<file path="src/rtl/ewd_pkg.sv">
// ----------------------------------------------------------------------------
// ewd_pkg: shared types and constants for the external watchdog
// Request and response items, register indexes and the timeout limit tables.
// ----------------------------------------------------------------------------
`timescale 1ns / 1ps

package ewd_pkg;

   localparam int SEL_WIDTH   = 3;
   localparam int PULSE_WIDTH = 8;
   localparam int CSR_WIDTH   = 8;
   localparam int TDATA_WIDTH = 8;

   typedef enum logic [0:0] {
      CSR_DELAY_SELECT    = 1'b0,
      CSR_RESET_PULSE_LEN = 1'b1
   } csr_index_type;

   localparam logic [SEL_WIDTH-1:0]   DELAY_SELECT_RESET    = 3'd0;
   localparam logic [PULSE_WIDTH-1:0] RESET_PULSE_LEN_RESET = 8'd49;

   typedef struct packed {
      logic kick;
      logic fine_tick;
      logic coarse_tick;
   } req_type;

   typedef struct packed {
      logic timed_out;
      logic power_enabled;
      logic reset_asserted;
   } rsp_type;

   // limits fit in 7 bits, the narrowest width that holds the largest limit
   function automatic logic [6:0] major_limit(input logic [SEL_WIDTH-1:0] sel);
      logic [6:0] lim;
      case (sel)
         3'd0:    lim = 7'd7;
         3'd1:    lim = 7'd15;
         3'd2:    lim = 7'd22;
         3'd3:    lim = 7'd38;
         3'd4:    lim = 7'd76;
         3'd5:    lim = 7'd114;
         default: lim = 7'd57;
      endcase
      return lim;
   endfunction

   function automatic logic [6:0] minor_limit(input logic [SEL_WIDTH-1:0] sel);
      logic [6:0] lim;
      case (sel)
         3'd0:    lim = 7'd20;
         3'd1:    lim = 7'd8;
         3'd2:    lim = 7'd57;
         3'd3:    lim = 7'd9;
         3'd4:    lim = 7'd19;
         3'd5:    lim = 7'd28;
         3'd6:    lim = 7'd56;
         default: lim = 7'd113;
      endcase
      return lim;
   endfunction

endpackage

</file>
<file path="src/rtl/external_watchdog_with_reset_pulse.sv">
// ----------------------------------------------------------------------------
// external_watchdog_with_reset_pulse: watchdog with reset pulse and power cut
// A request is registered in the input stage, then its response in the output register.
// Throughput: one request per cycle while the response is taken, set by the state update on each step.
// Reset clears counters, releases reset, enables power, restores registers.
// ----------------------------------------------------------------------------
`timescale 1ns / 1ps

module external_watchdog_with_reset_pulse #(
   parameter int COUNT_WIDTH = 8
) (
   input  logic                               clock,
   input  logic                               reset,
   input  logic                               csr_we,
   input  logic                               csr_index,
   input  logic [ewd_pkg::CSR_WIDTH-1:0]      csr_wdata,
   input  logic                               req_tvalid,
   output logic                               req_tready,
   // [0] coarse_tick, [1] fine_tick, [2] kick, rest zero
   input  logic [ewd_pkg::TDATA_WIDTH-1:0]    req_tdata,
   output logic                               rsp_tvalid,
   input  logic                               rsp_tready,
   // [0] reset_asserted, [1] power_enabled, [2] timed_out, rest zero
   output logic [ewd_pkg::TDATA_WIDTH-1:0]    rsp_tdata
);
   import ewd_pkg::*;

   logic    in_valid_ff;
   req_type in_req_ff;
   logic    out_valid_ff;
   rsp_type out_rsp_ff;
   rsp_type step_rsp;
   logic    advance;

   assign advance    = in_valid_ff && (!out_valid_ff || rsp_tready);
   assign req_tready = !in_valid_ff || advance;

   ewd_core #(
      .COUNT_WIDTH (COUNT_WIDTH)
   ) u_core (
      .clock     (clock),
      .reset     (reset),
      .csr_we    (csr_we),
      .csr_index (csr_index_type'(csr_index)),
      .csr_wdata (csr_wdata),
      .step      (advance),
      .req       (in_req_ff),
      .rsp       (step_rsp)
   );

   always_ff @(posedge clock) begin
      if (reset) begin
         in_valid_ff  <= 1'b0;
         out_valid_ff <= 1'b0;
      end else begin
         if (req_tready) begin
            in_valid_ff <= req_tvalid;
         end
         if (advance) begin
            out_valid_ff <= 1'b1;
         end else if (rsp_tready) begin
            out_valid_ff <= 1'b0;
         end
      end
   end

   always_ff @(posedge clock) begin
      if (req_tready && req_tvalid) begin
         in_req_ff <= req_tdata[$bits(req_type)-1:0];
      end
      if (advance) begin
         out_rsp_ff <= step_rsp;
      end
   end

   assign rsp_tvalid = out_valid_ff;
   assign rsp_tdata  = TDATA_WIDTH'(out_rsp_ff);

endmodule

</file>
<file path="src/rtl/ewd_core.sv">
// ----------------------------------------------------------------------------
// ewd_core: watchdog state and per-request update
// Holds counters, reset pulse and power state plus the two control registers,
// and computes the next state and response for one request.
// ----------------------------------------------------------------------------
`timescale 1ns / 1ps

module ewd_core #(
   parameter int COUNT_WIDTH = 8
) (
   input  logic                               clock,
   input  logic                               reset,
   input  logic                               csr_we,
   input  ewd_pkg::csr_index_type             csr_index,
   input  logic [ewd_pkg::CSR_WIDTH-1:0]      csr_wdata,
   input  logic                               step,
   input  ewd_pkg::req_type                   req,
   output ewd_pkg::rsp_type                   rsp
);
   import ewd_pkg::*;

   logic [SEL_WIDTH-1:0]   delay_select_ff;
   logic [PULSE_WIDTH-1:0] reset_pulse_len_ff;
   logic [COUNT_WIDTH-1:0] major_count_ff, major_count_in;
   logic [COUNT_WIDTH-1:0] minor_count_ff, minor_count_in;
   logic [PULSE_WIDTH-1:0] pulse_count_ff, pulse_count_in;
   logic                   fine_running_ff, fine_running_in;
   logic                   in_reset_ff, in_reset_in;
   logic                   power_on_ff, power_on_in;
   logic [COUNT_WIDTH-1:0] maj_lim, min_lim;
   logic                   timeout;

   assign maj_lim = COUNT_WIDTH'(major_limit(delay_select_ff));
   assign min_lim = COUNT_WIDTH'(minor_limit(delay_select_ff));

   always_comb begin
      major_count_in  = major_count_ff;
      minor_count_in  = minor_count_ff;
      pulse_count_in  = pulse_count_ff;
      fine_running_in = fine_running_ff;
      in_reset_in     = in_reset_ff;
      power_on_in     = power_on_ff;
      timeout         = 1'b0;

      if (req.coarse_tick) begin
         if (power_on_in && major_count_in < maj_lim) begin
            major_count_in = major_count_in + 1'b1;
         end
         if (major_count_in >= maj_lim) begin
            fine_running_in = 1'b1;
         end
      end

      if (req.fine_tick && fine_running_in) begin
         if (major_count_in >= maj_lim) begin
            minor_count_in = minor_count_in + 1'b1;
            if (minor_count_in >= min_lim) begin
               minor_count_in = '0;
               major_count_in = '0;
               in_reset_in    = 1'b1;
               power_on_in    = 1'b0;
               timeout        = 1'b1;
            end
         end
         if (in_reset_in) begin
            pulse_count_in = pulse_count_in + 1'b1;
            if (pulse_count_in == reset_pulse_len_ff) begin
               pulse_count_in = '0;
               in_reset_in    = 1'b0;
            end
         end
         if (!in_reset_in && power_on_in && major_count_in < maj_lim) begin
            fine_running_in = 1'b0;
         end
      end

      if (req.kick) begin
         major_count_in = '0;
         minor_count_in = '0;
         if (!in_reset_in) begin
            fine_running_in = 1'b0;
         end
         power_on_in = 1'b1;
      end

      rsp.reset_asserted = in_reset_in;
      rsp.power_enabled  = power_on_in;
      rsp.timed_out      = timeout;
   end

   always_ff @(posedge clock) begin
      if (reset) begin
         delay_select_ff    <= DELAY_SELECT_RESET;
         reset_pulse_len_ff <= RESET_PULSE_LEN_RESET;
      end else if (csr_we) begin
         unique case (csr_index)
            CSR_DELAY_SELECT:    delay_select_ff    <= csr_wdata[SEL_WIDTH-1:0];
            CSR_RESET_PULSE_LEN: reset_pulse_len_ff <= csr_wdata[PULSE_WIDTH-1:0];
            default: ;
         endcase
      end
   end

   always_ff @(posedge clock) begin
      if (reset) begin
         major_count_ff  <= '0;
         minor_count_ff  <= '0;
         pulse_count_ff  <= '0;
         fine_running_ff <= 1'b0;
         in_reset_ff     <= 1'b0;
         power_on_ff     <= 1'b1;
      end else if (step) begin
         major_count_ff  <= major_count_in;
         minor_count_ff  <= minor_count_in;
         pulse_count_ff  <= pulse_count_in;
         fine_running_ff <= fine_running_in;
         in_reset_ff     <= in_reset_in;
         power_on_ff     <= power_on_in;
      end
   end

endmodule
</file>
<file path="config.mk">
export PLATFORM = sky130hd
export DESIGN_NAME = external_watchdog_with_reset_pulse
export DESIGN_NICKNAME = d
export VERILOG_FILES = /design/src/rtl/ewd_pkg.sv /design/src/rtl/external_watchdog_with_reset_pulse.sv /design/src/rtl/ewd_core.sv
export SDC_FILE = /design/constraint.sdc
export NUM_CORES = 1
export LEC_CHECK = 0
export BUFFER_PORTS_ARGS = -buffer_cell sky130_fd_sc_hd__buf_2
export CAP_MARGIN = 20
export CORE_MARGIN = 2
export CORE_UTILIZATION = 55
export DETAILED_ROUTE_END_ITERATION = 7
export PLACE_DENSITY_LB_ADDON = 0.2
export SKIP_LAST_GASP = 1
export SLEW_MARGIN = 20
export SYNTH_ARGS = -nofsm -noshare
export SYNTH_HDL_FRONTEND = slang
export SYNTH_SLANG_ARGS = --single-unit
</file>
<file path="constraint.sdc">
create_clock -name clock -period 4.5 [get_ports clock]
set_clock_uncertainty 0.15 [all_clocks]
set_input_delay 0 -clock clock [delete_from_list [all_inputs] [get_ports clock]]
set_output_delay 0 -clock clock [all_outputs]
set_load 0.01 [all_outputs]
</file>
==> metrics.md, run 1 <==
| Metric | Value |
|---|---|
| Status | finished with violations |
| Final setup violation count | 1 |
| Worst-case headroom to the max-slew limit | 30.5% |
| Slew at the pin with the worst max-slew slack | 1.04 ns |
| Number of placed instances, taps included | 543 |
| Area inside the core boundary | 6310 µm² |
| Die Height | 84.6 µm |
| Clock tree from TritonCTS | built |
| Worst Path Class, Setup | reg2reg |
| Length in cells of the worst reg-to-reg path | 22 |
| Number of cell rows | 29 |
| Register area share after synthesis | 27.5% |
| Worst-case vdd ir drop | 158 µV |
| TritonCTS Buffers | 5 |
| Simple-gate share of the synthesized area | 28.8% |
| Count of flip-flops with a built-in enable after synthesis | 6 |
| Vias/cell | 5.94 |
| Total number of H-tree levels | 2 |
| P&R area growth vs syn | 23.1% |
| Iteration-0 DRC Markers | 190 |
| DIE WIDTH | 84.6 µm |
| Routability congestion estimate | 0.909 |
| Leading cell types in the layout, fill and taps excluded | nand2_1 (57), buf_4 (39), dfxtp_1 (37) |
| Smallest hold slack | 0.0642 ns |
| Fin. max-slew vios | 0 |
| Syn avg cell area | 8.30 µm² |
| Average wire per standard cell | 16.7 µm |
| Number of standard cells in the layout, taps in and fillers out | 573 |
| End point of the critical path | u_core.fine_running_ff |
| Req. time, crit path | 4.54 ns |
| Static leakage | 1.93 nW |
| Effective utilization at floorplan | 56.5% |
| Startpoint of the most critical register-to-register path | u_core.delay_select_ff[1] |
| Number of sinks on the clock net | 46 |
| Post-route minimum period | 4.53 ns |
| Total half-perimeter wirelength after legalization and detailed placement | 6450 µm |
| Number of fill cells | 507 |
| RSZ-0062 raised after global routing | yes |
| CP startpoint | u_core.delay_select_ff[1] |
| Total via count in the routed design | 3406 |
| Max-cap check violation count | 0 |
| Number of optimization iterations in the first detailed-route pass | 4 |
| Buffer cell driving the clock tree root | clkbuf_8 |
| Primary flip-flop cell chosen by synthesis mapping | dfxtp_1 |
| Number of buffers and inverters on the critical path | 2 |
| Cell area after synthesis | 3570 µm² |
| Dominant cell type by count on the critical path | o21ai_4 |
| Cell-by-cell trace of the critical path | inv_4 -> a21boi_4 -> nor2_2 -> ha_1 -> a21o_1 -> o21ai_4 -> and3_4 -> buf_4 -> nand4_1 -> xnor2_2 -> ha_4 -> nand2_2 -> o21ai_4 -> a211oi_4 -> a22oi_4 -> and2b_2 -> ha_2 -> or4_4 -> a221oi_2 -> nand2_1 -> nor3_1 -> a31oi_1 |
| Fmax achieved | 0.221 GHz |
| Maximum number of pins on one net before global-route repair | 35 |
| Multiplexer area fraction after synthesis | 1.68% |
| Antenna Nets Post-Route | 0 |
| Crit. path cell count | 22 |
| Critical Path Sink Type | flop |
| Leading cell type in the layout, fill and taps excluded | nand2_1 |
| Dominant combinational cell family by area after synthesis | simple AND/OR/NAND/NOR gates |
| Critical path's largest stage delay | 0.42 ns |
| Adder-cell share of the synthesized area | 12.6% |
| Boundary pin count | 32 |
| Number of remaining DRC errors | 0 |
| First-pass GRT wire length | 14900 µm |
| Clock latency of the later-clocked register in the worst-skew pair | 0.30 ns |
| Core occupancy in the finished layout | 69.6% |
| Fraction of layout instances using a drive strength above 1 | 25.0% |
| Worst-path cell with the longest stage delay | dfxtp_4 |
| Async SR Flop Fraction | 0% |
| Die Outline Area | 7150 µm² |
| Largest buffer count on any clock path | 2 |
| RR Endpoint | u_core.fine_running_ff |
| Compound-cell area share of the yosys netlist | 18.1% |
| Area share of xor/xnor cells in the synthesized design | 5.85% |
| Total of flip-flops plus latches after synthesis | 46 |
| Routed wire length | 9550 µm |
| Synth warn | 0 |
| Overall global routing resource usage | 25.5% |
| Worst slack at placement | -0.0629 ns |
| Ant diodes | 0 |
| Final setup margin | -0.0333 ns |
| P per Cell Area | 188 nW/µm² |
| Clock transition time at the flip-flop clock pins of the worst setup and hold paths | 0.09 ns |
| R2R setup slack | -0.03 ns |
| Count of buffers inserted at the top-level ports | 21 |
| Path class of the lowest-slack min-delay path | in2reg |
| Final worst-path cycle share | 101% |
| Number of distinct library cells after synthesis | 67 |
| Startpoint type of the worst setup path | flop |
| Gr ovfl total | 0 |
| Failing checks | setup timing |
| Crit path arrival time | 4.58 ns |
| Initial antenna violation count | 0 |
| Top Family by Delay on Critical Path | simple AND/OR/NAND/NOR gates |
| Total number of nets in the final design | 553 |
| Critical-path maximum fanout | 7 |
| Hold Violations, Final | 0 |
| Via count of the first global-routing pass | 3128 |
| Mapped Cells | 430 |
[layout make-up]
type / count / area (µm²) / share of cell area, %
Multi-Input combinational cell: 351 / 2590 / 58.9
Timing Repair Buffer: 78 / 582 / 13.2
Tap cell: 77 / 96.3 / 2.19
Sequential cell: 46 / 992 / 22.6
Inverter: 13 / 51.3 / 1.17
Clock buffer: 6 / 72.6 / 1.65
Clock inverter: 2 / 13.8 / 0.313
[cells in the mapped netlist (all sizes together), types with 4 or more instances]
cell type	n	area, µm²
nand2	59	221
dfxtp	40	801
ha	36	450
a21oi	32	164
nor2	23	86.3
nand3	22	110
o21ai	19	103
buf	13	98.8
inv	12	45.0
xnor2	12	113
and3	11	73.8
clkbuf	11	41.3
xor2	11	96.3
o211ai	10	80.1
nor3b	9	67.6
and2b	7	62.6
nand2b	7	43.8
nand4	7	50.1
nor3	7	40.0
a32o	6	60.1
and2	6	37.5
edfxtp	6	180
mux2i	6	60.1
nor2b	6	37.5
or4b	6	60.1
a21o	4	30.0
[how the worst min path moves through the flow]
stage | startpoint | end | slack, ns | cells past startpoint
finish | reset | in_valid_ff | 0.06 | 2
global route | reset | u_core.delay_select_ff[2] | 0.08 | 2
CTS | reset | u_core.delay_select_ff[2] | 0.06 | 2
detailed placement | req_tdata[2] | in_req_ff[2] | 0.03 | 1
global placement | req_tdata[2] | in_req_ff[2] | 0.03 | 1
floorplan | req_tdata[0] | in_req_ff[0] | -0.05 | 0
[cells by family (layout without fill, tap and decap cells)]
| logic type | count (synthesis) | after routing |
|---|---|---|
| simple gates | 187 | 187 |
| compound gates | 94 | 94 |
| flops | 46 | 46 |
| buf+inv | 37 | 99 |
| fa+ha+maj | 36 | 36 |
| xor+xnor | 23 | 23 |
| mux | 6 | 6 |
| other cells | 1 | 5 |
[registers in the layout, summed over array words and instances (netlist names)]
name / flops
in_req_ff: 3
in_valid_ff: 1
rsp_tdata: 3
rsp_tvalid: 1
u_core.delay_select_ff: 3
u_core.fine_running_ff: 1
u_core.in_reset_ff: 1
u_core.major_count_ff: 8
u_core.minor_count_ff: 8
u_core.power_on_ff: 1
u_core.pulse_count_ff: 8
u_core.reset_pulse_len_ff: 8
[through the flow]
stage,instance area (µm²),power [mW],setup TNS [ns]
after floorplan,3600,0.515,0
after global placement,3920,0.546,0
after detailed placement,3920,0.549,-0.0629
after CTS,4170,0.816,0
after global routing,4390,0.861,-0.923
final,4390,0.825,-0.0333
[worst reg2reg max path: stages, from the launching register on]
cell	delay [ns]
dfxtp_4	0.42
inv_4	0.05
a21boi_4	0.16
nor2_2	0.05
ha_1	0.34
a21o_1	0.22
o21ai_4	0.14
and3_4	0.21
buf_4	0.14
nand4_1	0.15
xnor2_2	0.21
ha_4	0.30
nand2_2	0.09
o21ai_4	0.18
a211oi_4	0.07
a22oi_4	0.21
and2b_2	0.25
ha_2	0.16
or4_4	0.41
a221oi_2	0.18
nand2_1	0.07
nor3_1	0.17
a31oi_1	0.10
[report_power, final]
part | switching (mW) | internal (mW) | leakage (nW)
Sequential | 0.0122 | 0.423 | 0.381
Combinational | 0.0734 | 0.0579 | 1.50
Clock | 0.148 | 0.110 | 0.0452
Total | 0.234 | 0.591 | 1.93
[per-layer routing]
metal	up-vias	global-route usage (%)	share of wire [%]
met5	-	0	0
met4	0	7.65	2.5
met3	28	3.54	3.5
met2	100	44.2	50
met1	1592	32.9	44
li1	1686	-	-
[repair_timing]
action                                  CTS  global route
pin swaps                                 0            22
buffers inserted                          0             7
endpoints found under the setup margin    1            25
hold endpoints to repair                 19             0
hold buffers                             15             0
resized for setup                         4            40
Power figures use the tool's default switching activity.
==> inputs of run 2 (changes only) <==
--- a/config.mk
+++ b/config.mk
@@ -8,7 +8,7 @@
 export BUFFER_PORTS_ARGS = -buffer_cell sky130_fd_sc_hd__buf_2
 export CAP_MARGIN = 20
 export CORE_MARGIN = 2
-export CORE_UTILIZATION = 55
+export CORE_UTILIZATION = 60
 export DETAILED_ROUTE_END_ITERATION = 7
 export PLACE_DENSITY_LB_ADDON = 0.2
 export SKIP_LAST_GASP = 1
==> constraint.sdc (replaced) <==
create_clock -name clock -period 4.7 [get_ports clock]
set_clock_uncertainty 0.15 [all_clocks]
set_input_delay 0 -clock clock [delete_from_list [all_inputs] [get_ports clock]]
set_output_delay 0 -clock clock [all_outputs]
set_load 0.01 [all_outputs]
==> metrics.md, run 2 (synthesized netlist as in run 1, its figures left out) <==
| Metric | Value |
|---|---|
| Clock latency of the later-clocked register in the worst-skew pair | 0.31 ns |
| Antenna Nets Post-Route | 0 |
| Leading cell types in the layout, fill and taps excluded | nand2_1 (59), dfxtp_1 (37), ha_1 (36) |
| Path class of the lowest-slack min-delay path | in2reg |
| Die Height | 81.1 µm |
| Gr ovfl total | 0 |
| Worst-case vdd ir drop | 191 µV |
| Length in cells of the worst reg-to-reg path | 22 |
| Number of remaining DRC errors | 0 |
| Overall Power | 0.807 mW |
| Leading cell type in the layout, fill and taps excluded | nand2_1 |
| Status | complete, no violations |
| Largest buffer count on any clock path | 2 |
| Critical-path maximum fanout | 9 |
| Worst-case headroom to the max-slew limit | 30.5% |
| Overall global routing resource usage | 27.3% |
| Ant diodes | 0 |
| Die Outline Area | 6580 µm² |
| Maximum number of pins on one net before global-route repair | 35 |
| Slew at the pin with the worst max-slew slack | 1.04 ns |
| Worst Path Class, Setup | reg2reg |
| Hold Violations, Final | 0 |
| Number of optimization iterations in the first detailed-route pass | 5 |
| Number of cell rows | 28 |
| Count of buffers inserted at the top-level ports | 21 |
| Area inside the core boundary | 5850 µm² |
| Clock transition time at the flip-flop clock pins of the worst setup and hold paths | 0.09 ns |
| Vias/cell | 5.93 |
| Critical Path Sink Type | flop |
| DIE WIDTH | 81.1 µm |
| Startpoint type of the worst setup path | flop |
| Effective utilization at floorplan | 61.0% |
| TritonCTS Buffers | 5 |
| Fin. max-slew vios | 0 |
| Total via count in the routed design | 3305 |
| Average wire per standard cell | 15.6 µm |
| Final setup violation count | 0 |
| Static leakage | 1.86 nW |
| Final worst-path cycle share | 94.8% |
| Total half-perimeter wirelength after legalization and detailed placement | 6240 µm |
| Initial antenna violation count | 0 |
| RSZ-0062 raised after global routing | yes |
| Boundary pin count | 32 |
| Max-cap check violation count | 0 |
| Worst hold path cell count | 4 |
| P&R area growth vs syn | 17.2% |
| Total number of nets in the final design | 539 |
| First-pass GRT wire length | 14100 µm |
| Total number of H-tree levels | 2 |
| Smallest hold slack | 0.0265 ns |
| Iteration-0 DRC Markers | 145 |
| Post-route minimum period | 4.46 ns |
| Number of sinks on the clock net | 46 |
| Via count of the first global-routing pass | 3142 |
| Buffer cell driving the clock tree root | clkbuf_8 |
| Crit path arrival time | 4.51 ns |
| Fraction of layout instances using a drive strength above 1 | 20.5% |
| Fmax achieved | 0.224 GHz |
| Req. time, crit path | 4.75 ns |
| P per Cell Area | 193 nW/µm² |
| Routability congestion estimate | 0.926 |
| Clock tree from TritonCTS | built |
| Routed wire length | 8710 µm |
==> run 2: worst paths after layout <==
check | slack, ns | endpoint | startpoint
hold / removal | 0.03 | u_core.reset_pulse_len_ff[2] | csr_we
setup / recovery | 0.24 | u_core.fine_running_ff | u_core.delay_select_ff[2]
setup reg to reg | 0.24 | u_core.fine_running_ff | u_core.delay_select_ff[2]
hold reg to reg | 0.33 | u_core.reset_pulse_len_ff[3] | u_core.reset_pulse_len_ff[3]
==> run 2: layout make-up <==
cell class                 count  area (µm²)
multi-input combinational    351        2480
timing repair buffer          64         469
fill                         457        1670
tap                           75        93.8
sequential                    46         990
clock buffer                   7        96.3
inverter                      13        48.8
clock inverter                 1        8.76
==> run 2: what timing repair did <==
action                                 CTS  global route
resized for setup                        0            21
endpoints found under the hold margin   19             0
setup endpoints to repair                0            22
setup buffers                            0             3
hold buffers                            15             0
==> run 2: metrics by stage <==
stage / std cells / setup TNS [ns] / area (µm²) / util (%) / setup slack, ns
after CTS: 554 / 0 / 4100 / 70.0 / 0.00676
after detailed placement: 531 / 0 / 3840 / 65.6 / 0.0102
after global routing: 557 / -0.0743 / 4190 / 71.5 / -0.0743
after global placement: 531 / 0 / 3840 / 65.6 / 0.215
final: 557 / 0 / 4190 / 71.5 / 0.243
after floorplan: 434 / 0 / 3590 / - / 0.0541
==> run 2: report_power, final <==
part	switching (mW)	internal (mW)	total [mW]	leakage [nW]
combinational	0.0637	0.0482	0.112	1.43
sequential	0.0114	0.406	0.417	0.381
clock	0.143	0.135	0.278	0.0544
total	0.218	0.589	0.807	1.86
==> run 2: critical path, cell delays in order, from the launching register on <==
cell	delay [ns]
dfxtp_4	0.39
a21boi_2	0.16
buf_4	0.13
buf_4	0.15
ha_1	0.17
and3_1	0.17
o21ai_2	0.19
and3_4	0.23
buf_4	0.11
nand3_1	0.12
xnor2_2	0.18
ha_1	0.31
a21oi_2	0.15
o21ai_2	0.09
a211oi_2	0.34
a22oi_4	0.10
and2b_2	0.25
ha_1	0.23
a21o_1	0.18
a221oi_2	0.24
nand2_1	0.10
nor3_2	0.12
a31oi_1	0.09
==> run 2: layer usage <==
layer	routed length, µm	up-vias	part of all wire [%]	global-route usage (%)
met3	248	11	2.8	3.33
met1	3950	1573	45	33.3
li1	-	1663	-	-
met2	4370	58	50	50.2
met4	143	0	1.6	7.63
met5	0	-	0	0
